### config.mk
export PLATFORM = sky130hd
export DESIGN_NAME = fircen_tree
export DESIGN_NICKNAME = d
export VERILOG_FILES = /design/src/fircen_pkg.sv /design/src/fircen_tree.sv
export SDC_FILE = /design/constraint.sdc
export NUM_CORES = 1
export LEC_CHECK = 0
export BUFFER_PORTS_ARGS = -buffer_cell sky130_fd_sc_hd__buf_2
export CAP_MARGIN = 20
export CELL_PAD_IN_SITES_DETAIL_PLACEMENT = 2
export CELL_PAD_IN_SITES_GLOBAL_PLACEMENT = 2
export CORE_MARGIN = 10
export CORE_UTILIZATION = 32
export DETAILED_ROUTE_END_ITERATION = 10
export PLACE_DENSITY = 0.74
export SKIP_LAST_GASP = 1
export SYNTH_ARGS = -nofsm -noshare
export SYNTH_HDL_FRONTEND = slang
export SYNTH_SLANG_ARGS = --single-unit
### constraint.sdc
create_clock -name clk -period 3 [get_ports clk]
set_input_delay 0.9 -clock clk [delete_from_list [all_inputs] [get_ports clk]]
set_output_delay 0.9 -clock clk [all_outputs]
set_load 0.01 [all_outputs]
### src/fircen_pkg.sv
package fircen_pkg;

    localparam int MAX_TAPS_DEFAULT = 16;
    localparam int COEF_TAPS        = 16;
    localparam int COEF_IDX_W       = $clog2(COEF_TAPS);

    localparam int SAMPLE_W    = 16;
    localparam int COEF_W      = 16;
    localparam int POS_W       = 32;
    localparam int PROD_W      = 32;
    localparam int FILT_W      = 16;
    localparam int TAP_COUNT_W = 5;

    localparam int CFG_INDEX_W = 3;
    localparam int CFG_DATA_W  = 64;

    localparam logic [CFG_INDEX_W-1:0] REG_TAP_COUNT = 3'd0;
    localparam logic [CFG_INDEX_W-1:0] REG_COEF_0    = 3'd1;
    localparam logic [CFG_INDEX_W-1:0] REG_COEF_1    = 3'd2;
    localparam logic [CFG_INDEX_W-1:0] REG_COEF_2    = 3'd3;
    localparam logic [CFG_INDEX_W-1:0] REG_COEF_3    = 3'd4;

    localparam int FRAC_BITS  = 15;
    localparam int ROUND_HALF = 16384;
    localparam int FILT_MAX   = 32767;
    localparam int FILT_MIN   = -32768;

    typedef logic [COEF_TAPS-1:0][COEF_W-1:0] coef_bank_t;

    typedef struct packed {
        logic shift;
        logic lo_sel;
        logic hi_sel;
    } cell_ctrl_t;

    typedef struct packed {
        logic signed [FILT_W-1:0] filtered;
        logic signed [POS_W-1:0]  center_position;
    } result_t;

    function automatic int tree_levels(input int n);
        int levels;
        levels = $clog2(n);
        if (levels < 1)
        begin
            levels = 1;
        end
        return levels;
    endfunction

endpackage

### src/fircen_tree.sv
module fircen_tree #(
    parameter int N     = fircen_pkg::MAX_TAPS_DEFAULT,
    parameter int IN_W  = fircen_pkg::PROD_W,
    parameter int OUT_W = fircen_pkg::PROD_W + fircen_pkg::tree_levels(N),
    parameter int TAG_W = fircen_pkg::POS_W
) (
    input  logic                    clk,
    input  logic                    rst_n,
    input  logic                    in_vld,
    input  logic signed [IN_W-1:0]  leaf [N],
    input  logic [TAG_W-1:0]        tag_in,
    output logic                    out_vld,
    output logic signed [OUT_W-1:0] sum,
    output logic [TAG_W-1:0]        tag_out
);

    localparam int LEVELS = fircen_pkg::tree_levels(N);
    localparam int NP     = 1 << LEVELS;

    logic signed [OUT_W-1:0] leaf_ext [NP];
    logic signed [OUT_W-1:0] node_reg [1:NP-1];
    logic [TAG_W-1:0]        tag_reg  [LEVELS];
    logic [LEVELS-1:0]       vld_reg;

    for (genvar i = 0; i < NP; i++)
    begin : g_leaf
        if (i < N)
        begin : g_used
            assign leaf_ext[i] = OUT_W'(leaf[i]);
        end
        else
        begin : g_pad
            assign leaf_ext[i] = '0;
        end
    end

    for (genvar i = 1; i < NP; i++)
    begin : g_node
        if (2 * i >= NP)
        begin : g_bottom
            always_ff @(posedge clk)
            begin
                node_reg[i] <= leaf_ext[2*i-NP] + leaf_ext[2*i+1-NP];
            end
        end
        else
        begin : g_inner
            always_ff @(posedge clk)
            begin
                node_reg[i] <= node_reg[2*i] + node_reg[2*i+1];
            end
        end
    end

    always_ff @(posedge clk)
    begin
        tag_reg[0] <= tag_in;
        for (int l = 1; l < LEVELS; l++)
        begin
            tag_reg[l] <= tag_reg[l-1];
        end
    end

    always_ff @(posedge clk or negedge rst_n)
    begin
        if (!rst_n)
        begin
            vld_reg <= '0;
        end
        else
        begin
            vld_reg <= LEVELS'({vld_reg, in_vld});
        end
    end

    assign out_vld = vld_reg[LEVELS-1];
    assign sum     = node_reg[1];
    assign tag_out = tag_reg[LEVELS-1];

endmodule

Yosys cells after proc, flatten, opt, wreduce, memory -nomap -nowiden
Memory sizes are Yosys's and may differ from the RTL's.
Cells that the tools add are included.

storage, ports and cells
  flip-flop bits (word level) = 4
  memory bits (writable) = 668
  input bits = 547
  output and inout port bits = 69
  word-level logic and storage cells = 18
  memories = 2

memories
  memory    words  width  rd ports  clocked after memory_dff  write ports  line               text
  node_reg  15     36     15        0                         15           fircen_tree.sv:21  logic signed [OUT_W-1:0] node_reg [1:NP-1];
  tag_reg   4      32     4         0                         4            fircen_tree.sv:22  logic [TAG_W-1:0] tag_reg [LEVELS];

operators by class
  add/subtract/negate cells = 15

operators with widths
  cell            number
  $add 32x32->33  8
  $add 36x36->36  7

Longest topological paths before layout
  depth after elaboration = 1
  gate-level depth with buffers = 12
  gate-level depth less buffers = 12

Worst setup path before layout
Ideal clock, no wire load.

  path kind = input port to flip-flop
  start point = in leaf[128] in the netlist's numbering
  end point = reg, netlist name node_reg[0][503]
  library setup time = 120 ps
  arrival time = 3,337 ps
  data required time = 2,880 ps
  setup slack = -457 ps
  cell stages on the path = 12
  buffers on the path = 0
  path through = ha_1 -> inv_1 -> fa_1 -> nor2b_1 -> o21a_1 -> o21ai_0 -> a31o_2 -> o31ai_1 -> a221oi_1 -> o21ai_0 -> nand4_1 -> a211o_1

RTL lines
  element             line               text
  start: declaration  fircen_tree.sv:10  input logic signed [IN_W-1:0] leaf [N],

==> results.toml <==
[global_routing]
grt_max_degree = 14
grt_pass1_vias = 39944
grt_pass1_wl_mm = 227
antenna_found_initial = 21
grt_usage = 0.214
grt-ovfl-total = 0

[routing]
drc = 0
ant_nets = 0
routed_wl_mm = 148
drt-initial-drc-count = 1136
drt-vias-per-instance = 5.17
vias = 35584
wl_per_cell_um = 21.4
drtPass1Iterations = 5

[yosys]
synthFlopType = "dfxtp_1"
synth_area_per_cell_um2 = 9.17
synth-xor-area-share = 0.102
ys_ff_latch = 648
synth-seq-area-share = 0.345
yosys.cell_types.count = 82
synthCells = 4102
synthAdderAreaFrac = 0.172
synth_simple_gate_area_share = 0.116
synthArstFlopShare = 0.00617
synth_fp_nets = 5157
synth.cell_area_um2 = 37600
muxShareOfSynthArea = 0.00133
synth-edff-count = 0
yosys_warnings = 0
synth_top_family_by_area = "compound AO/OA/AOI/OAI gates"
synth_compound_gate_area_share = 0.238

[clock_network]
cts-root-buf = "clkbuf_16"
cts_tree = "done"
clk_latency_ns = 0.63
htreeDepth = 3
cts.path.max_buffers = 3
postCtsHoldBufs = 0
clock_sinks = 648
clkTransAtPathRegs_ns = 0.06
cts_buffers = 77

[floorplanning]
die_w_um = 363
fp-row-count = 125
die_y_um = 363
boundaryPins = 616
start_util = 0.323
coreArea_um2 = 117000
die-area_um2 = 132000

[critical_path]
r2r_start = "node_reg[0][304]$_DFF_P_"
crit_required_ns = 3.56
worstPathArrival_ns = 3.70
critPathLaunchType = "input port"
worstRegToRegCells = 11
path_max_fanout = 4
worst_r2r_endpoint = "node_reg[0][179]$_DFF_P_"
r2r_setup_slack_ns = 0.03
crit_type = "in2reg"
cp-end-kind = "flop"

[timing]
holdWs_ns = 0.0833
rsz0062_at_grt = "true"
clock_skew_ns = 0.0378
finalSetupViolations = 3
fmax_ghz = 0.318
fin_ws_ns = -0.140
hold_viol = 0
slew_viol_final = 0
max_slew_margin = 0.643
period_needed_ns = 3.14
min_period_over_period = 1.05
tightest_slew_ns = 0.529

[pwr]
cellLeakagePower_uw = 0.0238
peakVddDrop_v = 0.000447
power_density_nw_per_um2 = 1020

[placement]
gp_congestion = 0.847
place_hpwl_mm = 122
dpl_worst_slack_ns = -0.842
place_inst = 6715
port_buffers = 615

[cells_and_area]
syn_to_final_growth_pct = 33.3
nFillCells = 12772
final_common_cell = "dfxtp_1"
fin_nets = 6353
largest_reg_flops = 516
final_core_util = 0.431
final_cells = 6888
layout_common_cells = "dfxtp_1, buf_2, buf_4"
drive_gt1_frac = 0.286

[run_status]
status = "finished with violations"
failed_checks = "setup timing"

[run]
maxCapViolations = 0

[hold_path]
hp-class = "in2async"
==> kinds of logic after synthesis <==
group,Yosys count
AO/OA/AOI/OAI,1387
AND/OR/NAND/NOR,902
flip-flops,648
adder cells (fa/ha/maj),508
XOR/XNOR,436
buffers and inverters,216
multiplexers,5
==> worst max-delay path, cell delays in order <==
cell	delay, ns
buf_2	0.12
ha_4	0.27
o21ai_2	0.05
o211ai_1	0.43
a2111oi_4	0.18
nor3b_4	0.39
buf_4	0.18
a21boi_2	0.05
or3b_4	0.38
a311o_1	0.36
o221ai_2	0.20
xor2_1	0.17
==> stage by stage <==
| stage | area (um2) | TNS [ns] | power [uW] |
|---|---|---|---|
| floorplan | 38000 | -0.693 | 30100 |
| global placement | 46800 | -39.05 | 39600 |
| detailed placement | 46800 | -52.95 | 40700 |
| CTS | 49400 | -0.215 | 50700 |
| global route | 50200 | -0.813 | 55400 |
| finish | 50200 | -0.313 | 51300 |
==> worst max-delay path by stage <==
stage / end / cells past startpoint / start
2_1_floorplan: node_reg[0][355]$_DFF_P_ / 10 / leaf[385]
3_3_place_gp: node_reg[0][355]$_DFF_P_ / 12 / leaf[385]
3_5_place_dp: node_reg[0][353]$_DFF_P_ / 12 / leaf[417]
4_1_cts: node_reg[0][140]$_DFF_P_ / 12 / node_reg[0][252]$_DFF_P_
5_1_grt: node_reg[0][353]$_DFF_P_ / 12 / leaf[419]
6_report: node_reg[0][353]$_DFF_P_ / 12 / leaf[419]
==> routing by layer <==
layer	track usage	vias up	wire, um
met5	0	-	87
met1	0.264	17417	64400
met4	0.0555	14	3250
li1	-	17367	-
met2	0.380	612	73200
met3	0.0367	174	6540
==> final cells by class <==
| type | count | area (um2) | share of cell area |
|---|---|---|---|
| timing repair buffer | 1216 | 7630 | 0.152 |
| inverter | 117 | 439 | 0.00875 |
| multi-input combinational | 3238 | 24700 | 0.492 |
| clock buffer | 110 | 2250 | 0.0448 |
| tap | 1524 | 1910 | 0.0380 |
| sequential | 648 | 13000 | 0.259 |
| antenna | 10 | 25.0 | 0.000499 |
| clock inverter | 25 | 244 | 0.00486 |
==> report_power, final <==
part / switching, uW / internal (uW) / total [uW] / leakage, uW
clock network: 3740 / 5540 / 9270 / 0.00121
registers: 1740 / 11700 / 13400 / 0.00548
logic: 16000 / 12600 / 28700 / 0.0171
total: 21500 / 29800 / 51300 / 0.0238
==> cells in the mapped netlist (15+ instances only) <==
cell type	number	area share
nor2b_1	42	0.0070
o21a_1	54	0.011
inv_1	117	0.012
o21ai_0	212	0.028
a211oi_1	49	0.0098
a21oi_1	456	0.061
dfxtp_1	644	0.34
o211ai_1	36	0.0072
nor3_1	55	0.0073
ha_1	493	0.16
o31ai_1	20	0.0040
nand2_1	246	0.025
nand4_1	47	0.0078
a31oi_1	49	0.0081
nor2_1	233	0.023
xor2_1	149	0.035
buf_4	36	0.0072
and2_1	28	0.0047
and3_1	43	0.0072
clkbuf_1	62	0.0062
xnor2_1	287	0.067
nand2b_1	57	0.0095
fa_1	15	0.0080
o21bai_1	71	0.014
nand3_1	75	0.010
a21o_1	244	0.049
a41oi_1	18	0.0042
==> repair_timing <==
action,4_1_cts,5_1_grt
pin swaps,23,75
resized for setup,31,120
setup endpoints to repair,34,90
setup buffers,6,23
Power figures use the tool's default switching activity.
