`config.mk`:
```
export PLATFORM = sky130hd
export DESIGN_NAME = fircen_fifo
export DESIGN_NICKNAME = d
export VERILOG_FILES = /design/src/fircen_pkg.sv /design/src/fircen_fifo.sv
export SDC_FILE = /design/constraint.sdc
export NUM_CORES = 1
export LEC_CHECK = 0
export ABC_AREA = 1
export BUFFER_PORTS_ARGS = -buffer_cell sky130_fd_sc_hd__clkbuf_2
export CORE_MARGIN = 10
export CORE_UTILIZATION = 40
export CTS_BUF_LIST = sky130_fd_sc_hd__clkbuf_16
export DETAILED_ROUTE_END_ITERATION = 8
export PLACE_DENSITY_LB_ADDON = 0.12
export SLEW_MARGIN = 20
export SYNTH_ARGS = -nofsm -noshare
export SYNTH_HDL_FRONTEND = slang
export SYNTH_SLANG_ARGS = --single-unit
```
`constraint.sdc`:
```
create_clock -name clk -period 8.9 [get_ports clk]
set_clock_uncertainty 0.15 [all_clocks]
set_input_delay 0.445 -clock clk [delete_from_list [all_inputs] [get_ports clk]]
set_output_delay 0.445 -clock clk [all_outputs]
set_load 0.005 [all_outputs]
```
`src/fircen_pkg.sv`:
```
package fircen_pkg;

    localparam int MAX_TAPS_DEFAULT = 16;
    localparam int COEF_TAPS        = 16;
    localparam int COEF_IDX_W       = $clog2(COEF_TAPS);

    localparam int SAMPLE_W    = 16;
    localparam int COEF_W      = 16;
    localparam int POS_W       = 32;
    localparam int PROD_W      = 32;
    localparam int FILT_W      = 16;
    localparam int TAP_COUNT_W = 5;

    localparam int CFG_INDEX_W = 3;
    localparam int CFG_DATA_W  = 64;

    localparam logic [CFG_INDEX_W-1:0] REG_TAP_COUNT = 3'd0;
    localparam logic [CFG_INDEX_W-1:0] REG_COEF_0    = 3'd1;
    localparam logic [CFG_INDEX_W-1:0] REG_COEF_1    = 3'd2;
    localparam logic [CFG_INDEX_W-1:0] REG_COEF_2    = 3'd3;
    localparam logic [CFG_INDEX_W-1:0] REG_COEF_3    = 3'd4;

    localparam int FRAC_BITS  = 15;
    localparam int ROUND_HALF = 16384;
    localparam int FILT_MAX   = 32767;
    localparam int FILT_MIN   = -32768;

    typedef logic [COEF_TAPS-1:0][COEF_W-1:0] coef_bank_t;

    typedef struct packed {
        logic shift;
        logic lo_sel;
        logic hi_sel;
    } cell_ctrl_t;

    typedef struct packed {
        logic signed [FILT_W-1:0] filtered;
        logic signed [POS_W-1:0]  center_position;
    } result_t;

    function automatic int tree_levels(input int n);
        int levels;
        levels = $clog2(n);
        if (levels < 1)
        begin
            levels = 1;
        end
        return levels;
    endfunction

endpackage

```
`src/fircen_fifo.sv`:
```
module fircen_fifo #(
    parameter int WIDTH = $bits(fircen_pkg::result_t),
    parameter int DEPTH = 8
) (
    input  logic             clk,
    input  logic             rst_n,
    input  logic             push,
    input  logic [WIDTH-1:0] push_data,
    input  logic             pop,
    output logic [WIDTH-1:0] pop_data,
    output logic             not_empty
);

    localparam int PTR_W = (DEPTH > 1) ? $clog2(DEPTH) : 1;
    localparam int CNT_W = $clog2(DEPTH + 1);

    logic [WIDTH-1:0] mem_reg [DEPTH];
    logic [PTR_W-1:0] wr_ptr_reg, wr_ptr_next;
    logic [PTR_W-1:0] rd_ptr_reg, rd_ptr_next;
    logic [CNT_W-1:0] count_reg, count_next;

    always_ff @(posedge clk)
    begin
        if (push)
        begin
            mem_reg[wr_ptr_reg] <= push_data;
        end
    end

    always_comb
    begin
        wr_ptr_next = wr_ptr_reg;
        rd_ptr_next = rd_ptr_reg;
        count_next  = count_reg;
        if (push)
        begin
            wr_ptr_next = (wr_ptr_reg == PTR_W'(DEPTH - 1)) ? '0 : wr_ptr_reg + 1'b1;
        end
        if (pop)
        begin
            rd_ptr_next = (rd_ptr_reg == PTR_W'(DEPTH - 1)) ? '0 : rd_ptr_reg + 1'b1;
        end
        case ({push, pop})
            2'b10:   count_next = count_reg + 1'b1;
            2'b01:   count_next = count_reg - 1'b1;
            default: count_next = count_reg;
        endcase
    end

    always_ff @(posedge clk or negedge rst_n)
    begin
        if (!rst_n)
        begin
            wr_ptr_reg <= '0;
            rd_ptr_reg <= '0;
            count_reg  <= '0;
        end
        else
        begin
            wr_ptr_reg <= wr_ptr_next;
            rd_ptr_reg <= rd_ptr_next;
            count_reg  <= count_next;
        end
    end

    assign pop_data  = mem_reg[rd_ptr_reg];
    assign not_empty = (count_reg != '0);

endmodule

```
* Yosys cells after proc, flatten, opt, wreduce, memory -nomap -nowiden
Memories as Yosys holds them, arrays and structs flattened.
Index checks and enable logic that the tools add are counted.
** Word-level totals
- Bits in writable memories :: 384
- Output and inout bits :: 49
- Bits in registers :: 10
- Bits of input ports :: 52
- Memories :: 1
** Operators by class
- Reduce and logical (&&, ||, !) cells :: 2
- Muxes and demuxes :: 5
- Equality and inequality tests :: 4
- Add/subtract/negate cells :: 4
** Memory list
- mem_reg :: words 8, width 48, read ports 1, clocked after memory_dff 0, write ports 1, RTL line fircen_fifo.sv:17 : logic [WIDTH-1:0] mem_reg [DEPTH];
** Operator list (count)
- case mux 4 bit (2 select lines) :: 1
- adder 3 x 1 -> 3 bit (second input constant) :: 2
- == test 3 bit (second input constant) :: 2
- 2-to-1 mux 3 bit :: 2
- adder 4 x 1 -> 4 bit (second input constant) :: 1
- nonzero test 4 bit :: 1
- subtractor 4 x 1 -> 4 bit (second input constant) :: 1
- == test 2 x 1 -> 1 bit (second input constant) :: 1
- == test 2 bit (second input constant) :: 1
- 2-to-1 mux 1 bit :: 2
- nonzero test 2 bit :: 1

* Depth between registers and ports, before layout
- Depth in word-level cells :: 2
- Mapped depth :: 10
- Gate-level depth less buffers :: 10

* Least setup slack after synthesis
Ideal clock, no wire load.
- Kind :: input-to-reg
- Start :: input push
- End :: memory mem_reg[1][0] (netlist bit), enable pin
- Library setup time :: 0.454 ns
- Path slack :: 5.707 ns
- Arrival :: 2.589 ns
- Required time :: 8.296 ns
- Stages :: 2
- Cell sequence :: nand2_1 nor2_1
** Between the ends
- Cells in the longest elaborated chain, start to end :: 2
** RTL lines
- start: declaration :: RTL line fircen_fifo.sv:7 : input logic push,
- 2-to-1 mux 1 bit :: RTL line fircen_fifo.sv:24 : if (push)
- 2-to-1 mux 1 bit (not written as such) :: RTL line fircen_fifo.sv:26 : mem_reg[wr_ptr_reg] <= push_data;
- end: declaration :: RTL line fircen_fifo.sv:17
Every way passes these cells.

* Final worst setup path
- Start :: register rd_ptr_reg[0]
- End :: output pop_data[8]
** Between the ends
- Cells in the longest elaborated chain, start to end :: 1
** RTL lines
- start: declaration :: RTL line fircen_fifo.sv:19 : logic [PTR_W-1:0] rd_ptr_reg, rd_ptr_next;
- start signal: assignment :: RTL line fircen_fifo.sv:61 : rd_ptr_reg <= rd_ptr_next;
- memory read (8 x 48 bit)
- end: declaration :: RTL line fircen_fifo.sv:10 : output logic [WIDTH-1:0] pop_data,
Every way passes these cells.

==> flow_metrics.py <==
metrics = {
    "clocking": {
        "clock_latency_ns": 0.51,
        "cts.repair.resized": 0,
        "clk_pin_slew_ns": 0.06,
        "clock-root-buffer": "clkbuf_16",
        "cts.htree.levels": 2,
        "cts.sinks": 394,
        "numCtsBuffers": 41,
        "cts_buffer_depth": 3,
        "cts_tree": "yes",
    },
    "synthesis": {
        "synth.distinct_cells": 22,
        "async_flop_share_pct": 2.54,
        "syn_inst": 1161,
        "synth_mux_area_share_pct": 0,
        "synth_fa_ha_area_share_pct": 0.567,
        "synth_compound_area_share_pct": 10.4,
        "syn_avg_cell_area_um2": 13.3,
        "synth_seq_cells": 394,
        "yosysSeqAreaShare_pct": 76.3,
        "yosysTopAreaCell": "edfxtp_1",
        "yosys.area_share.xor_xnor_pct": 0.170,
        "synth_common_cells": "edfxtp_1, nor2_1, nand2_1",
        "yosysWarnings": 0,
        "syn-num-nets": 1220,
        "synth-simple-area-share_pct": 9.12,
        "ys_top_cells_by_area": "edfxtp_1, nor2_1, nand2_1",
        "synth.cell_area_um2": 15400,
        "synth_edf_count": 384,
        "netlist.area_leader.share_pct": 74.6,
        "yosysMostFrequentCell": "edfxtp_1",
        "synthFlopType": "edfxtp_1",
        "synth_top_family_by_area": "compound AO/OA/AOI/OAI gates",
    },
    "timing": {
        "tightest_slew_ns": 0.912,
        "holdWs_ns": 0.0595,
        "period_minus_slack_ns": 4.01,
        "slew_headroom_pct": 39.1,
        "drv_slew": 0,
        "fin_crit_sh_pct": 45.0,
        "rsz0062_at_grt": "false",
        "final-setup-viol-count": 0,
        "setup_ws_ns": 4.89,
        "fin_setup_tns_ns": 0,
        "hold_violations": 0,
        "max_clock_freq_mhz": 250,
    },
    "setup_path": {
        "cp_max_fo": 106,
        "timing.rr.start": "wr_ptr_reg[0]",
        "critical_path.cell_chain": "inv_6 > buf_6 > o21ai_0 > o22ai_1 > nand2_1 > nand2_1 > clkbuf_2",
        "worst-setup-path-type": "flop to output pin",
        "cp-start-kind": "flop",
        "crit_arrival_ns": 3.41,
        "critPathRequiredTime_ns": 8.31,
        "cpPeakStageDelay_ns": 0.73,
        "startpoint": "rd_ptr_reg[0]",
        "critPathCaptureType": "output pin",
        "critical_path_buf_inv_count": 3,
        "r2r-end": "mem_reg[4][27]",
        "worstRegToRegCells": 4,
        "critPathTopFamily": "buffers and inverters",
        "crit_path_top_delay_cell": "dfrtp_4",
        "cp_common_cell": "nand2_1",
        "ff2ff_setup_slack_ns": 6.36,
    },
    "floorplan": {
        "dieArea_um2": 46900,
        "die_h_um": 217,
        "initial_core_util_pct": 40.8,
        "std_cell_rows": 71,
        "fp.dieW_um": 217,
        "pin_count": 101,
        "core_um2": 37800,
    },
    "routing": {
        "ant_nets": 0,
        "drtPass1Iterations": 5,
        "routed_via_density": 5.19,
        "routedWlPerCell_um": 20.4,
        "first_iter_violations": 668,
        "drcViolationCount": 0,
        "vias": 9248,
        "drt-total-wl_mm": 36.3,
    },
    "placed_design": {
        "post-place-ws_ns": 5.16,
        "io_buffers": 100,
        "gp_congestion": 0.714,
        "placed_cells": 1716,
        "dpl.hpwl_mm": 17.5,
    },
    "global_routing": {
        "grt_max_degree": 107,
        "track_usage_pct": 15.4,
        "overflow": 0,
        "grt_pass1_wl_mm": 56.3,
        "antenna_found_initial": 2,
        "grt_pass1_vias": 9285,
    },
    "hold_path": {
        "hold_class": "input pin to flop",
        "worstHoldStart": "push_data[2]",
        "min_to": "mem_reg[4][2]",
        "hold_depth": 1,
    },
    "power": {
        "powerDensity_nw_per_um2": 312,
        "vdd_drop_max_v": 0.000158,
        "p_leak_nw": 6.07,
        "totalPowerFinal_w": 0.00546,
    },
    "final_layout": {
        "areaGrowthSynthToFinish_pct": 13.2,
        "fin_cells": 1782,
        "largest_reg_flops": 384,
        "nNetsFinal": 1308,
        "drive_gt1_share_pct": 14.1,
    },
    "job": {
        "max_cap_violations": 0,
    },
    "outcome": {
        "status": "completed",
    },
}
## stage by stage
step / util (%) / cell area, µm²
3_5_place_dp: 43.1 / 16300
6_report: 46.2 / 17500
2_1_floorplan: - / 15400
5_1_grt: 46.2 / 17500
4_1_cts: 46.2 / 17500
3_3_place_gp: 43.1 / 16300
## kinds of logic after synthesis
logic type	after synthesis
compound gates	298
xor+xnor	3
buf+inv	85
fa+ha+maj	7
flops	394
simple gates	374
## final cells by class
| type | count | area, µm² |
|---|---|---|
| Tap cell | 511 | 639 |
| Fill cell | 3479 | 20400 |
| Timing Repair Buffer | 117 | 634 |
| Clock inverter | 23 | 146 |
| Sequential cell | 394 | 11800 |
| Multi-Input combinational cell | 682 | 3200 |
| Inverter | 13 | 53.8 |
| Clock buffer | 41 | 1030 |
| Antenna cell | 1 | 2.50 |
## worst register-to-register path, stage by stage (launching register included)
cell     delay [ns]
dfrtp_1        0.40
inv_1          0.06
nand2_1        0.23
nor2_4         0.68
buf_4          0.65
## layer usage
metal	vias up	share of wire [%]	global-route usage, %	routed length (µm)
li1	4414	-	-	-
met1	4546	46	20.7	16600
met2	230	47	25.2	17100
met3	56	5.0	2.80	1830
met4	2	2.1	4.19	748
met5	-	0.039	0	14
## worst max-delay path by stage
stage / to / slack [ns] / cells after the start
floorplan: mem_reg[1][0] / 5.71 / 2
global placement: pop_data[15] / 5.19 / 7
detailed placement: pop_data[15] / 5.16 / 7
CTS: pop_data[15] / 4.60 / 7
global route: pop_data[15] / 4.65 / 7
finish: pop_data[8] / 4.89 / 7
## layout by cell type, fill, tap and decap left out, types with 8 or more instances in the layout
cell	count
edfxtp_1	384
nand2_1	165
clkbuf_2	100
inv_1	17
clkinv_1	8
o21ai_0	112
o21ai_1	88
nor2_4	8
nor2_1	197
clkbuf_16	41
buf_4	15
o22ai_1	96
## power by group
part | switching [W] | internal (W)
registers | 0.0000781 | 0.00228
logic | 0.00109 | 0.000487
clock network | 0.000643 | 0.000883
## what timing repair did
| action | in CTS | in global routing |
|---|---|---|
| hold buffers | 1 | 0 |
| setup buffers | 0 | 0 |
| endpoints found under the hold margin | 10 | 0 |
Power figures use the tool's default switching activity.
