===== config.mk =====
export PLATFORM = sky130hd
export DESIGN_NAME = fircen_cell
export DESIGN_NICKNAME = d
export VERILOG_FILES = /design/src/fircen_pkg.sv /design/src/fircen_cell.sv
export SDC_FILE = /design/constraint.sdc
export NUM_CORES = 1
export LEC_CHECK = 0
export ABC_AREA = 1
export BUFFER_PORTS_ARGS = -buffer_cell sky130_fd_sc_hd__clkbuf_2
export CAP_MARGIN = 25
export CORE_MARGIN = 4
export CORE_UTILIZATION = 50
export CTS_BUF_LIST = sky130_fd_sc_hd__clkbuf_8
export DETAILED_ROUTE_END_ITERATION = 10
export PLACE_DENSITY = 0.74
export SLEW_MARGIN = 5
export SYNTH_ARGS = -nofsm -noshare
export SYNTH_HDL_FRONTEND = slang
export SYNTH_SLANG_ARGS = --single-unit

===== constraint.sdc =====
create_clock -name clk -period 7.1 [get_ports clk]
set_input_delay 1.065 -clock clk [delete_from_list [all_inputs] [get_ports clk]]
set_output_delay 1.065 -clock clk [all_outputs]
set_load 0.03 [all_outputs]

===== src/fircen_pkg.sv =====
package fircen_pkg;

    localparam int MAX_TAPS_DEFAULT = 16;
    localparam int COEF_TAPS        = 16;
    localparam int COEF_IDX_W       = $clog2(COEF_TAPS);

    localparam int SAMPLE_W    = 16;
    localparam int COEF_W      = 16;
    localparam int POS_W       = 32;
    localparam int PROD_W      = 32;
    localparam int FILT_W      = 16;
    localparam int TAP_COUNT_W = 5;

    localparam int CFG_INDEX_W = 3;
    localparam int CFG_DATA_W  = 64;

    localparam logic [CFG_INDEX_W-1:0] REG_TAP_COUNT = 3'd0;
    localparam logic [CFG_INDEX_W-1:0] REG_COEF_0    = 3'd1;
    localparam logic [CFG_INDEX_W-1:0] REG_COEF_1    = 3'd2;
    localparam logic [CFG_INDEX_W-1:0] REG_COEF_2    = 3'd3;
    localparam logic [CFG_INDEX_W-1:0] REG_COEF_3    = 3'd4;

    localparam int FRAC_BITS  = 15;
    localparam int ROUND_HALF = 16384;
    localparam int FILT_MAX   = 32767;
    localparam int FILT_MIN   = -32768;

    typedef logic [COEF_TAPS-1:0][COEF_W-1:0] coef_bank_t;

    typedef struct packed {
        logic shift;
        logic lo_sel;
        logic hi_sel;
    } cell_ctrl_t;

    typedef struct packed {
        logic signed [FILT_W-1:0] filtered;
        logic signed [POS_W-1:0]  center_position;
    } result_t;

    function automatic int tree_levels(input int n);
        int levels;
        levels = $clog2(n);
        if (levels < 1)
        begin
            levels = 1;
        end
        return levels;
    endfunction

endpackage


===== src/fircen_cell.sv =====
module fircen_cell (
    input  logic                                     clk,
    input  logic                                     rst_n,
    input  fircen_pkg::cell_ctrl_t                   ctrl,
    input  logic signed [fircen_pkg::SAMPLE_W-1:0]   sample_in,
    input  logic signed [fircen_pkg::POS_W-1:0]      position_in,
    input  logic signed [fircen_pkg::COEF_W-1:0]     coef_in,
    output logic signed [fircen_pkg::SAMPLE_W-1:0]   sample_out,
    output logic signed [fircen_pkg::POS_W-1:0]      position_out,
    output logic signed [fircen_pkg::PROD_W-1:0]     product,
    output logic signed [fircen_pkg::POS_W-1:0]      lo_part,
    output logic signed [fircen_pkg::POS_W-1:0]      hi_part
);

    logic signed [fircen_pkg::SAMPLE_W-1:0] sample_reg;
    logic signed [fircen_pkg::POS_W-1:0]    position_reg;
    logic signed [fircen_pkg::COEF_W-1:0]   coef_reg;
    logic signed [fircen_pkg::PROD_W-1:0]   product_reg;
    logic signed [fircen_pkg::POS_W-1:0]    lo_reg;
    logic signed [fircen_pkg::POS_W-1:0]    hi_reg;

    always_ff @(posedge clk or negedge rst_n)
    begin
        if (!rst_n)
        begin
            sample_reg   <= '0;
            position_reg <= '0;
        end
        else if (ctrl.shift)
        begin
            sample_reg   <= sample_in;
            position_reg <= position_in;
        end
    end

    always_ff @(posedge clk)
    begin
        coef_reg    <= coef_in;
        product_reg <= fircen_pkg::PROD_W'(sample_reg * coef_reg);
        lo_reg      <= ctrl.lo_sel ? position_reg : '0;
        hi_reg      <= ctrl.hi_sel ? position_reg : '0;
    end

    assign sample_out   = sample_reg;
    assign position_out = position_reg;
    assign product      = product_reg;
    assign lo_part      = lo_reg;
    assign hi_part      = hi_reg;

endmodule


Word-level counts from Yosys, hierarchy flattened
Cells that the tools add are included.

word-level totals
  latch bits = 0
  logic and storage cells = 7
  memories kept = 0
  output and inout bits = 144
  flip-flop bits (word level) = 160
  bits in read-only memories = 0
  input port bits = 69
  bits in writable memories = 0

operators by class
  divide/modulo/power cells = 0
  multipliers = 1
  shifts and indexed selects = 0
  equality and inequality tests = 0
  multiplexer cells = 0
  reduce and logical (&&, ||, !) cells = 0
  bitwise operators = 0
  magnitude comparators = 0
  add/subtract/negate cells = 0

operators with widths
  operator                                        count
  16-bit by 16-bit multiplier with 32-bit output  1

Logic depth before layout (Yosys ltp)
Gate-level depths: netlist of the first run.

  depth in word-level cells = 1
  depth in mapped cells = 26
  gate-level depth less buffers = 24

Least setup slack after synthesis of the first run
Ideal clock, no wire load.

  kind = register to register
  from = register sample_reg (netlist bit sample_out[15])
  to = register product_reg (netlist bit product[28])
  clock period less this slack = 5635 ps
  path buffers = 2
  cell stages (with the launch flop) = 20
  library setup time = 113 ps
  required time = 6987 ps
  data arrival time = 5522 ps
  path slack = 1465 ps
  cells stage by stage = dfrtp_1 > clkbuf_1 > clkbuf_1 > nand2_1 > fa_1 > inv_1 > fa_1 > inv_1 > fa_1 > inv_1 > fa_1 > fa_1 > fa_1 > ha_1 > a21o_1 > o21bai_1 > a21oi_1 > nand3_1 > nand2_1 > nand2_1

on the way
  word-level cells in the longest chain between the ends = 1

ends and longest elaborated chain
  element                                         line               text
  from (decl)                                     fircen_cell.sv:15  logic signed [fircen_pkg::SAMPLE_W-1:0] sample_reg;
  from (signal assigned)                          fircen_cell.sv:31  sample_reg <= sample_in;
  16-bit by 16-bit multiplier with 32-bit output  fircen_cell.sv:39  product_reg <= fircen_pkg::PROD_W'(sample_reg * coef_reg);
  to (signal assigned)                            fircen_cell.sv:39
  to (decl)                                       fircen_cell.sv:18  logic signed [fircen_pkg::PROD_W-1:0] product_reg;

No other way between the ends.
A chain may end at the register's enable or synchronous reset.

Worst setup path in the final report of the first run
  from = register coef_reg[1] (netlist bit)
  to = register product_reg (netlist bit product[29])

on the way
  word-level cells in the longest chain between the ends = 1

ends and longest elaborated chain
  element                                         line               text
  from (decl)                                     fircen_cell.sv:17  logic signed [fircen_pkg::COEF_W-1:0] coef_reg;
  from (signal assigned)                          fircen_cell.sv:38  coef_reg <= coef_in;
  16-bit by 16-bit multiplier with 32-bit output  fircen_cell.sv:39

No other way between the ends.

==> results.md, run 1 <==
* Total of max-cap violations at 0
* Sequential area share after synthesis at 22.56%
* Total GRT Usage at between 20 and 25%
* Die Height at approximately 180 µm
* Post-synth top area cell: fa_1
* # setup viols final at 0
* Core area at 0.02987 mm²
* Drc violations at 0
* 1st-iter DRT viols at between 600 and 700
* Minimum clock period at just over 6000 ps
* Routed vias/inst at 4.851
* Setup bufs post-CTS at 0
* Status: completed
* Clock slew seen by the registers of the worst setup and hold paths at roughly 110 ps
* CTS H-Tree Depth at 4
* Number of diodes at 0
* RSZ-0062 raised after global routing: no
* Synth top cells by count: 522 x inv_1, 436 x nand2_1, 262 x fa_1
* Slew Limit Fails at 0
* Distinct cells, synth at 30
* Total grt overflow at 0
* Fraction of layout cells with a size suffix above 1 at between 10% and 20%
* Final wirelength at around 36000 µm
* Met1 GRT Util at between 20 and 30%
* Net Count, Synth at approximately 2200
* Crit Path Class: register to register
* Initial antenna violation count at 0
* Max_slew headroom at roughly 46%
* Yosys warns at 0
* Period utilization at a little under 90%
* Global Route met3 Usage at between 3 and 4%
* Initial Utilization at between 50% and 60%
* GRT busiest layer: met2
* Worst setup SP type: register
* Asr flop ratio synth at a little under a third
* Vias in the first global route at about 12000
* Num ports at 213
* Synthesized instance count at around 1800
* Placer Congestion at 0.9149
* Worst-margin pin slew at slightly above 800 ps
* Via count at between 10000 and 15000
* Fmax achieved at approximately 160 MHz
* DP Area at about 0.017 mm²
* Area Overhead vs Synth at 11.26%
* Final Util at a little under three fifths
* Rows at 63
* Hold-fix buffers, CTS at 0
* Post-route ant nets at 0
* Design Area, Final at ~0.017 mm²
* Setup TNS at 0 ps
* Critical Path AT at roughly 6600 ps
* Die area at around 0.033 mm²
* Hold Crit Class: register to register
* CTS resizes at 0
* Largest net degree at the start of global routing at 52
* PortBufs at around 210
* Top_reg_cell synth: dfxtp_1
* EDFF count, synth at 0
* WHS at slightly above 500 ps
* CTS Buf Count at 17
* Clock buffer depth at 2
* CTS sink count at 160
* Synthesized area at ~0.015 mm²
* Post-Syn Area per Cell at 8.580 µm²
* Most frequent cell after synthesis: inv_1
* Register bit total from synthesis at 160
* CTS root buf: clkbuf_8
* Wire per inst at 15.43 µm
* WP data required at 7490 ps
* Crit end category: register
* TritonRoute pass-1 iters at 5
* Global-route wire length before repair at around 62000 µm
* Ranking of synthesized cells by area: fa_1 34%, dfxtp_1 15%, inv_1 13%
* # fillers at ~2600
* CP max FO at 16
* Die width at 182.7 µm
* Clock Skews at around 21 ps
* Post-detail-place hpwl at ~30000 µm
* Hold Fails Final Rpt at 0
* Met2 GRT Util at 40.12%
* Synth top area share at 34.36%
* Final net count at about 2400
* CTS tree: built
* Worst-skew pair later-pin latency at roughly 480 ps
[cell usage in the layout, fill, tap and decap left out, types with 3 or more instances in the layout]
master | Yosys | layout
dfrtp_1 | 48 | 48
nand2_2 | 16 | 16
xor2_1 | 18 | 18
nor3_2 | 5 | 5
clkbuf_2 | 0 | 212
ha_1 | 82 | 82
o21ai_0 | 9 | 9
nand2_1 | 436 | 436
buf_4 | 0 | 3
o21bai_1 | 7 | 7
clkbuf_8 | 0 | 17
dfxtp_1 | 112 | 112
clkinv_8 | 0 | 6
o21ai_1 | 3 | 3
a21oi_1 | 27 | 27
fa_1 | 262 | 262
mux2_2 | 45 | 45
nand3_1 | 34 | 34
nor2_2 | 7 | 7
xnor2_1 | 8 | 8
nor2_1 | 36 | 36
inv_8 | 0 | 4
nand4_1 | 13 | 13
inv_1 | 522 | 522
[final timing paths]
kind | start | end | slack [ps] | cells after the start
setup / recovery | coef_reg[1] | product[29] | 920 | 19
hold reg to reg | position_out[5] | lo_part[5] | 500 | 2
min in group asynchronous | rst_n | position_out[3] | 690 | 2
setup reg to reg | coef_reg[1] | product[29] | 920 | 19
hold / removal | position_out[5] | lo_part[5] | 500 | 2
max in group asynchronous | rst_n | sample_out[8] | 5980 | 2
[cells by family (layout without fill, tap and decap cells)]
logic type / after synthesis / in the layout / synth area share [%]
compound gates: 48 / 48 / 1.730
xor+xnor: 26 / 26 / 1.492
fa+ha+maj: 344 / 344 / 41.09
buf+inv: 599 / 771 / 14.77
flops: 160 / 160 / 22.56
mux: 45 / 45 / 3.320
simple gates: 557 / 557 / 15.04
[worst max-delay path, stage by stage (launching register included)]
cell and delay, ps:
dfxtp_1 840, nand2_1 210, inv_1 170, fa_1 560
fa_1 860, inv_1 160, fa_1 510, fa_1 570
fa_1 430, fa_1 490, inv_1 40, ha_1 350
nand2_1 90, nand2_1 70, nor2_1 180, nand2_1 80
a21oi_1 280, nand2_1 90, nand2_1 70, nand2_1 40
[metal layers]
layer / wire, µm / part of all wire, % / up-vias
met2: 18180 / 50 / 374
li1: - / - / 5346
met5: 0 / 0 / -
met4: 922 / 2.6 / 0
met3: 2216 / 6.1 / 64
met1: 14810 / 41 / 5572
[layout make-up]
cell class / count / area, µm² / area share [%]
multi-input combinational: 1020 / 9565 / 56.33
inverter: 524 / 1967 / 11.58
clock buffer: 17 / 234.0 / 1.378
timing repair buffer: 215 / 1084 / 6.380
sequential: 160 / 3443 / 20.28
tap: 390 / 488.0 / 2.873
clock inverter: 15 / 201.4 / 1.186
[through the flow]
stage | instances | setup WS (ps)
final | 2341 | 919.8
after global placement | 2309 | 1090
after CTS | 2341 | 1012
after global routing | 2341 | 569.6
after detailed placement | 2309 | 1010
after floorplan | 1779 | 1465
Power of run 1 is not shown: default switching activity piles up to over one toggle a cycle in this logic, so the estimate is an artifact.
==> run 2: changes to the inputs <==
Settings changed: ABC_AREA 1 to unset, CAP_MARGIN 25 to unset.
==> run 2 against run 1 <==
Core utilization rose by 0.63 points. Synthesized area fell by 6.5%. Global-route usage fell by 0.26 points. Clock-buffer cell count did not move. Critical path depth rose by 1. Routed wire length fell by 5.3%. Largest cell class unchanged. Cell area fell by 5.2%. Register-to-register slack got worse by 260 ps. Die area fell by 6.2%. Worst setup slack got worse by 260 ps. Via count fell by 13%. Non-clock buffer count rose by 2.
==> results.md, run 2 <==
* Net Count, Synth at 1772 (-19%)
* Post-detail-place hpwl at 27500 µm (-8.0%)
* CTS sink count at 160 (unchanged)
* Multi-input gate area at 0.009587 mm² (+0.22%)
* CTS root buf: clkbuf_8
* DP Area at 0.01568 mm² (-5.3%)
* CP max FO at 16 (unchanged)
* RSZ-0062 raised after global routing: no
* Slew Limit Fails at 0 (unchanged)
* Synthesized area at 0.01428 mm² (-6.5%)
* Die width at 177.0 µm (-3.1%)
* Rows at 61 (-3.2%)
* Distinct cells, synth at 50 (+67%)
* Final net count at 1964 (-16%)
* Worst hold path stage count at 1 (-1)
* Crit end category: register
* Hold Fails Final Rpt at 0 (unchanged)
* Initial Utilization at 50.97% (-0.12 points)
* Setup TNS at 0 ps (unchanged)
* Asr flop ratio synth at 30.00% (unchanged)
* Hold Crit Class: register to register
* Synth top area share at 36.74% (+2.4 points)
* WHS at 523.2 ps (+20.70 ps)
* Clock buffer depth at 2 (unchanged)
* Vias in the first global route at 10559 (-14%)
* Post-route ant nets at 0 (unchanged)
* Ranking of synthesized cells by area: fa_1 37%, dfxtp_1 16%, dfrtp_1 8.4%
* Worst-skew pair later-pin latency at 470 ps (about the same)
* Total of max-cap violations at 0 (unchanged)
* Most frequent cell after synthesis: inv_1
* Final wirelength at 34210 µm (-5.3%)
* Core area at 0.02801 mm² (-6.2%)
* Yosys warns at 0 (unchanged)
* 1st-iter DRT viols at 474 (-27%)
* CTS resizes at 0 (unchanged)
* Top_reg_cell synth: dfxtp_1
* Sequential cell area at 0.003443 mm² (unchanged)
* Fraction of layout cells with a size suffix above 1 at 19.57% (+2.9 points)
* Placer Congestion at 0.9195 (+0.50%)
* Wire per inst at 17.61 µm (+14%)
* Worst-margin pin slew at 827.0 ps (+11.08 ps)
* Minimum clock period at 6439 ps (+259.2 ps)
* Clock Skews at 16.28 ps (-4.609 ps)
* Sequential area share after synthesis at 24.12% (+1.6 points)
* Critical Path AT at 6850 ps (+280 ps)
* Crit Path Class: register to register
* Die Height at 177.0 µm (-3.1%)
* Drc violations at 0 (unchanged)
* WP data required at 7510 ps (+20 ps)
* # setup viols final at 0 (unchanged)
* Hold-fix buffers, CTS at 0 (unchanged)
* Initial antenna violation count at 0 (unchanged)
* Setup bufs post-CTS at 0 (unchanged)
* CTS tree: built
* Post-synth top area cell: fa_1
* Status: completed
* Worst setup SP type: register
* Clock slew seen by the registers of the worst setup and hold paths at 110 ps (about the same)
* Post-Syn Area per Cell at 10.50 µm² (+22%)
* Via count at 9899 (-13%)
* Total GRT Usage at 22.69% (-0.26 points)
* PortBufs at 212 (unchanged)
* Design Area, Final at 0.01610 mm² (-5.2%)
* Largest net degree at the start of global routing at 49 (-5.8%)
* Max_slew headroom at 44.87% (-0.74 points)
* Total grt overflow at 0 (unchanged)
* Routed vias/inst at 5.095 (+5.0%)
* Global-route wire length before repair at 55370 µm (-10%)
* Register bit total from synthesis at 160 (unchanged)
* TritonRoute pass-1 iters at 5 (unchanged)
* Synthesized instance count at 1359 (-24%)
* CTS Buf Count at 17 (unchanged)
* Commonest non-fill, non-tap cell in the layout: inv_1
* CTS H-Tree Depth at 4 (unchanged)
* Most frequent cells in the layout: 286 x inv_1, 262 x fa_1, 212 x clkbuf_2
* Die area at 0.03132 mm² (-6.2%)
* Num ports at 213 (unchanged)
* Synth top cells by count: 286 x inv_1, 262 x fa_1, 187 x and2_1
* Period utilization at 90.70% (+3.7 points)
* Reg2Reg Depth at 20 (+1)
* Fmax achieved at 155.3 MHz (-4.0%)
* Area Overhead vs Synth at 12.76%
* # fillers at 2407 (-9.0%)
* EDFF count, synth at 0 (unchanged)
run 2: cell families after synthesis:
group / Yosys count / share of synthesized area [%]
buffers and inverters: 330 / 8.729
muxes: 49 / 3.865
DFF: 160 / 24.12
xor gates and xnor gates: 36 / 2.209
AOI/OAI and AO/OA: 76 / 3.786
adders and majority gates: 344 / 43.93
and+or+nand+nor: 364 / 13.37
run 2: path summary, 6_finish.rpt:
| kind | from | slack [ps] | end |
|---|---|---|---|
| setup / recovery | coef_reg[7] | 660 | product[28] |
| hold / removal | position_out[22] | 520 | lo_part[22] |
| setup reg to reg | coef_reg[7] | 660 | product[28] |
| hold reg to reg | position_out[22] | 520 | lo_part[22] |
| max in group asynchronous | rst_n | 5900 | position_out[23] |
| min in group asynchronous | rst_n | 690 | position_out[3] |
run 2: layout make-up:
type                    instances  area share (%)
diodes                          1         0.01554
clock buffers                  17           1.453
clock inverters                15           1.158
inverters                     286           6.669
multi-input cells             869           59.55
flip-flops and latches        160           21.39
well taps                     378           2.938
repair buffers                217           6.824
run 2: metrics by stage:
stage | cells | worst slack (ps) | util (%)
after floorplan | 1359 | 1070 | -
after global placement | 1910 | 779.8 | 55.96
after detailed placement | 1910 | 741.2 | 55.96
after CTS | 1942 | 700.0 | 57.46
after global routing | 1942 | 376.2 | 57.46
final | 1943 | 660.6 | 57.47
run 2: critical path: stages, from the launching register on:
cell and delay, ps:
dfxtp_1 840, nand2_1 180, fa_1 570, inv_1 50, fa_1 510, inv_1 60, fa_1 600, inv_1 70
fa_1 450, fa_1 490, inv_1 50, fa_1 470, inv_1 40, ha_1 340, nand2_1 180, nor3_2 90
a32oi_1 280, nand3b_1 240, a2111o_1 510, a31oi_1 220, xnor2_1 140
run 2: metal layers:
| metal | wire (µm) | global-route usage [%] | vias to the layer above |
|---|---|---|---|
| li1 | - | - | 4432 |
| met1 | 13210 | 28.54 | 5102 |
| met2 | 18020 | 38.92 | 285 |
| met3 | 1768 | 4.358 | 80 |
| met4 | 1209 | 8.865 | 0 |
| met5 | 0 | 0 | - |
Power of run 2 is left out for the same reason.
==> run 3: changes to the inputs <==
Settings changed: CORE_UTILIZATION 50 to 40, PLACE_DENSITY 0.74 to 0.62.
==> run 3 against run 2 <==
Final cell count is 4.1% higher. Sequential share of layout area is 0.15 points lower. Largest cell class unchanged. Global-route usage is 3.7 points lower. Non-clock buffer count is 3 higher. Worst setup slack worse by 63 ps. Worst hold slack worse by 1.6 ps. Clock skew is 5.5 ps higher. Critical endpoint is now product[31]. Register-to-register slack worse by 60 ps. Die area is 24% higher.
==> results.md, run 3 (same netlist as run 2, synthesis figures left out) <==
* Period utilization at 91.58% (+0.89 points)
* Design Area, Final at 0.01621 mm² (+0.68%)
* Hold-fix buffers, CTS at 0 (unchanged)
* Area Overhead vs Synth at 13.53%
* 1st-iter DRT viols at 381 (-20%)
* Largest net degree at the start of global routing at 49 (unchanged)
* PortBufs at 212 (unchanged)
* Clock Skews at 21.81 ps (+5.534 ps)
* Total of max-cap violations at 0 (unchanged)
* CTS root buf: clkbuf_8
* Routed vias/inst at 4.824 (-5.3%)
* Post-detail-place hpwl at 28980 µm (+5.4%)
* Most frequent cells in the layout: 287 x inv_1, 262 x fa_1, 212 x clkbuf_2
* Clock slew seen by the registers of the worst setup and hold paths at 110 ps (about the same)
* CTS sink count at 160 (unchanged)
* Fmax achieved at 153.8 MHz (-0.97%)
* Vias in the first global route at 10512 (-0.45%)
* Total GRT Usage at 19.04% (-3.7 points)
* CTS tree: built
* CTS resizes at 0 (unchanged)
* Setup bufs post-CTS at 0 (unchanged)
* Drc violations at 0 (unchanged)
* Slew Limit Fails at 0 (unchanged)
* Pre-CTS WS at 595.2 ps (-145.9 ps)
* Num ports at 213 (unchanged)
* Fraction of layout cells with a size suffix above 1 at 19.66% (+0.090 points)
* WHS at 521.6 ps (-1.636 ps)
* Worst-skew pair later-pin latency at 470 ps (about the same)
* # setup viols final at 0 (unchanged)
* Final net count at 1967 (+0.15%)
* Critical Path AT at 6860 ps (about the same)
* Worst-margin pin slew at 822.9 ps (-4.075 ps)
* RSZ-0062 raised after global routing: no
* Status: completed
* Via count at 9754 (-1.5%)
* Crit Path Class: register to register
* DP Area at 0.01579 mm² (+0.76%)
* CTS H-Tree Depth at 4 (unchanged)
* Reg2Reg Depth at 19 (-5.0%)
* CTS Buf Count at 17 (unchanged)
* CP max FO at 18 (+2)
* Placer Congestion at 0.8630 (-6.1%)
* Initial antenna violation count at 0 (unchanged)
* Worst hold path stage count at 1 (unchanged)
* TritonRoute pass-1 iters at 6 (+1)
* Die Height at 196.9 µm (+11%)
* # fillers at 3341 (+39%)
* Setup TNS at 0 ps (unchanged)
* Post-route ant nets at 0 (unchanged)
* Final wirelength at 35850 µm (+4.8%)
* Core area at 0.03488 mm² (+25%)
* Number of diodes at 0 (-1)
* Clock buffer depth at 2 (unchanged)
* WP data required at 7460 ps (-50 ps)
* Commonest non-fill, non-tap cell in the layout: inv_1
* Crit end category: register
* Worst setup SP type: register
* Hold Crit Class: register to register
* Max_slew headroom at 45.06% (+0.20 points)
* Global-route wire length before repair at 57950 µm (+4.6%)
* Final WS setup at 597.7 ps (-62.89 ps)
* Die area at 0.03878 mm² (+24%)
* Hold Fails Final Rpt at 0 (unchanged)
* Wire per inst at 17.73 µm (+0.72%)
* Die width at 196.9 µm (+11%)
* Initial Utilization at 40.93% (-10 points)
* Total grt overflow at 0 (unchanged)
* Minimum clock period at 6502 ps (+62.89 ps)
* Rows at 68 (+11%)
[run 3: cell count changes in the layout (fill, tap and decap cells not counted), moves of 2 or more]
cell and delta:
clkinv_8 -3, buf_4 +3, clkbuf_8 +2, inv_8 -3, clkinvlp_4 +2
[run 3: area by class of cell]
cell class	instances	area (µm²)	area share [%]
Multi-Input combinational cell	869	9587	59.15
Sequential cell	160	3443	21.24
Timing Repair Buffer	220	1121	6.917
Inverter	286	1074	6.623
Tap cell	455	569.3	3.512
Clock buffer	19	261.5	1.613
Clock inverter	13	152.6	0.9418
[run 3: final timing paths]
| kind | slack [ps] | end | from |
|---|---|---|---|
| max | 600 | product[31] | sample_out[15] |
| min | 520 | lo_part[21] | position_out[21] |
| max reg2reg | 600 | product[31] | sample_out[15] |
| min reg2reg | 520 | lo_part[21] | position_out[21] |
| max in group asynchronous | 5910 | sample_out[9] | rst_n |
| min in group asynchronous | 700 | position_out[6] | rst_n |
[run 3: stage by stage]
stage	std cells	utilization (%)
after CTS	2022	46.46
after global routing	2022	46.46
after floorplan	1359	-
after global placement	1990	45.28
final	2022	46.46
after detailed placement	1990	45.28
[run 3: worst max-delay path, stage by stage (launching register included)]
cell	delay, ps
dfrtp_1	640
nand2_1	240
inv_1	110
fa_1	780
fa_1	510
fa_1	500
fa_1	520
fa_1	490
inv_1	50
fa_1	470
inv_1	40
ha_1	370
nand3_1	220
nor3_2	350
a32o_1	210
a31o_1	170
o211ai_2	140
o21ai_2	280
and4_1	230
nor3_1	60
[run 3: layer usage]
layer | up-vias | global-route usage, % | wire (µm)
li1 | 4437 | - | -
met1 | 5036 | 24.91 | 14540
met2 | 215 | 32.42 | 18830
met3 | 66 | 3.333 | 1392
met4 | 0 | 6.035 | 1092
met5 | - | 0 | 0
Power of run 3 is left out for the same reason.
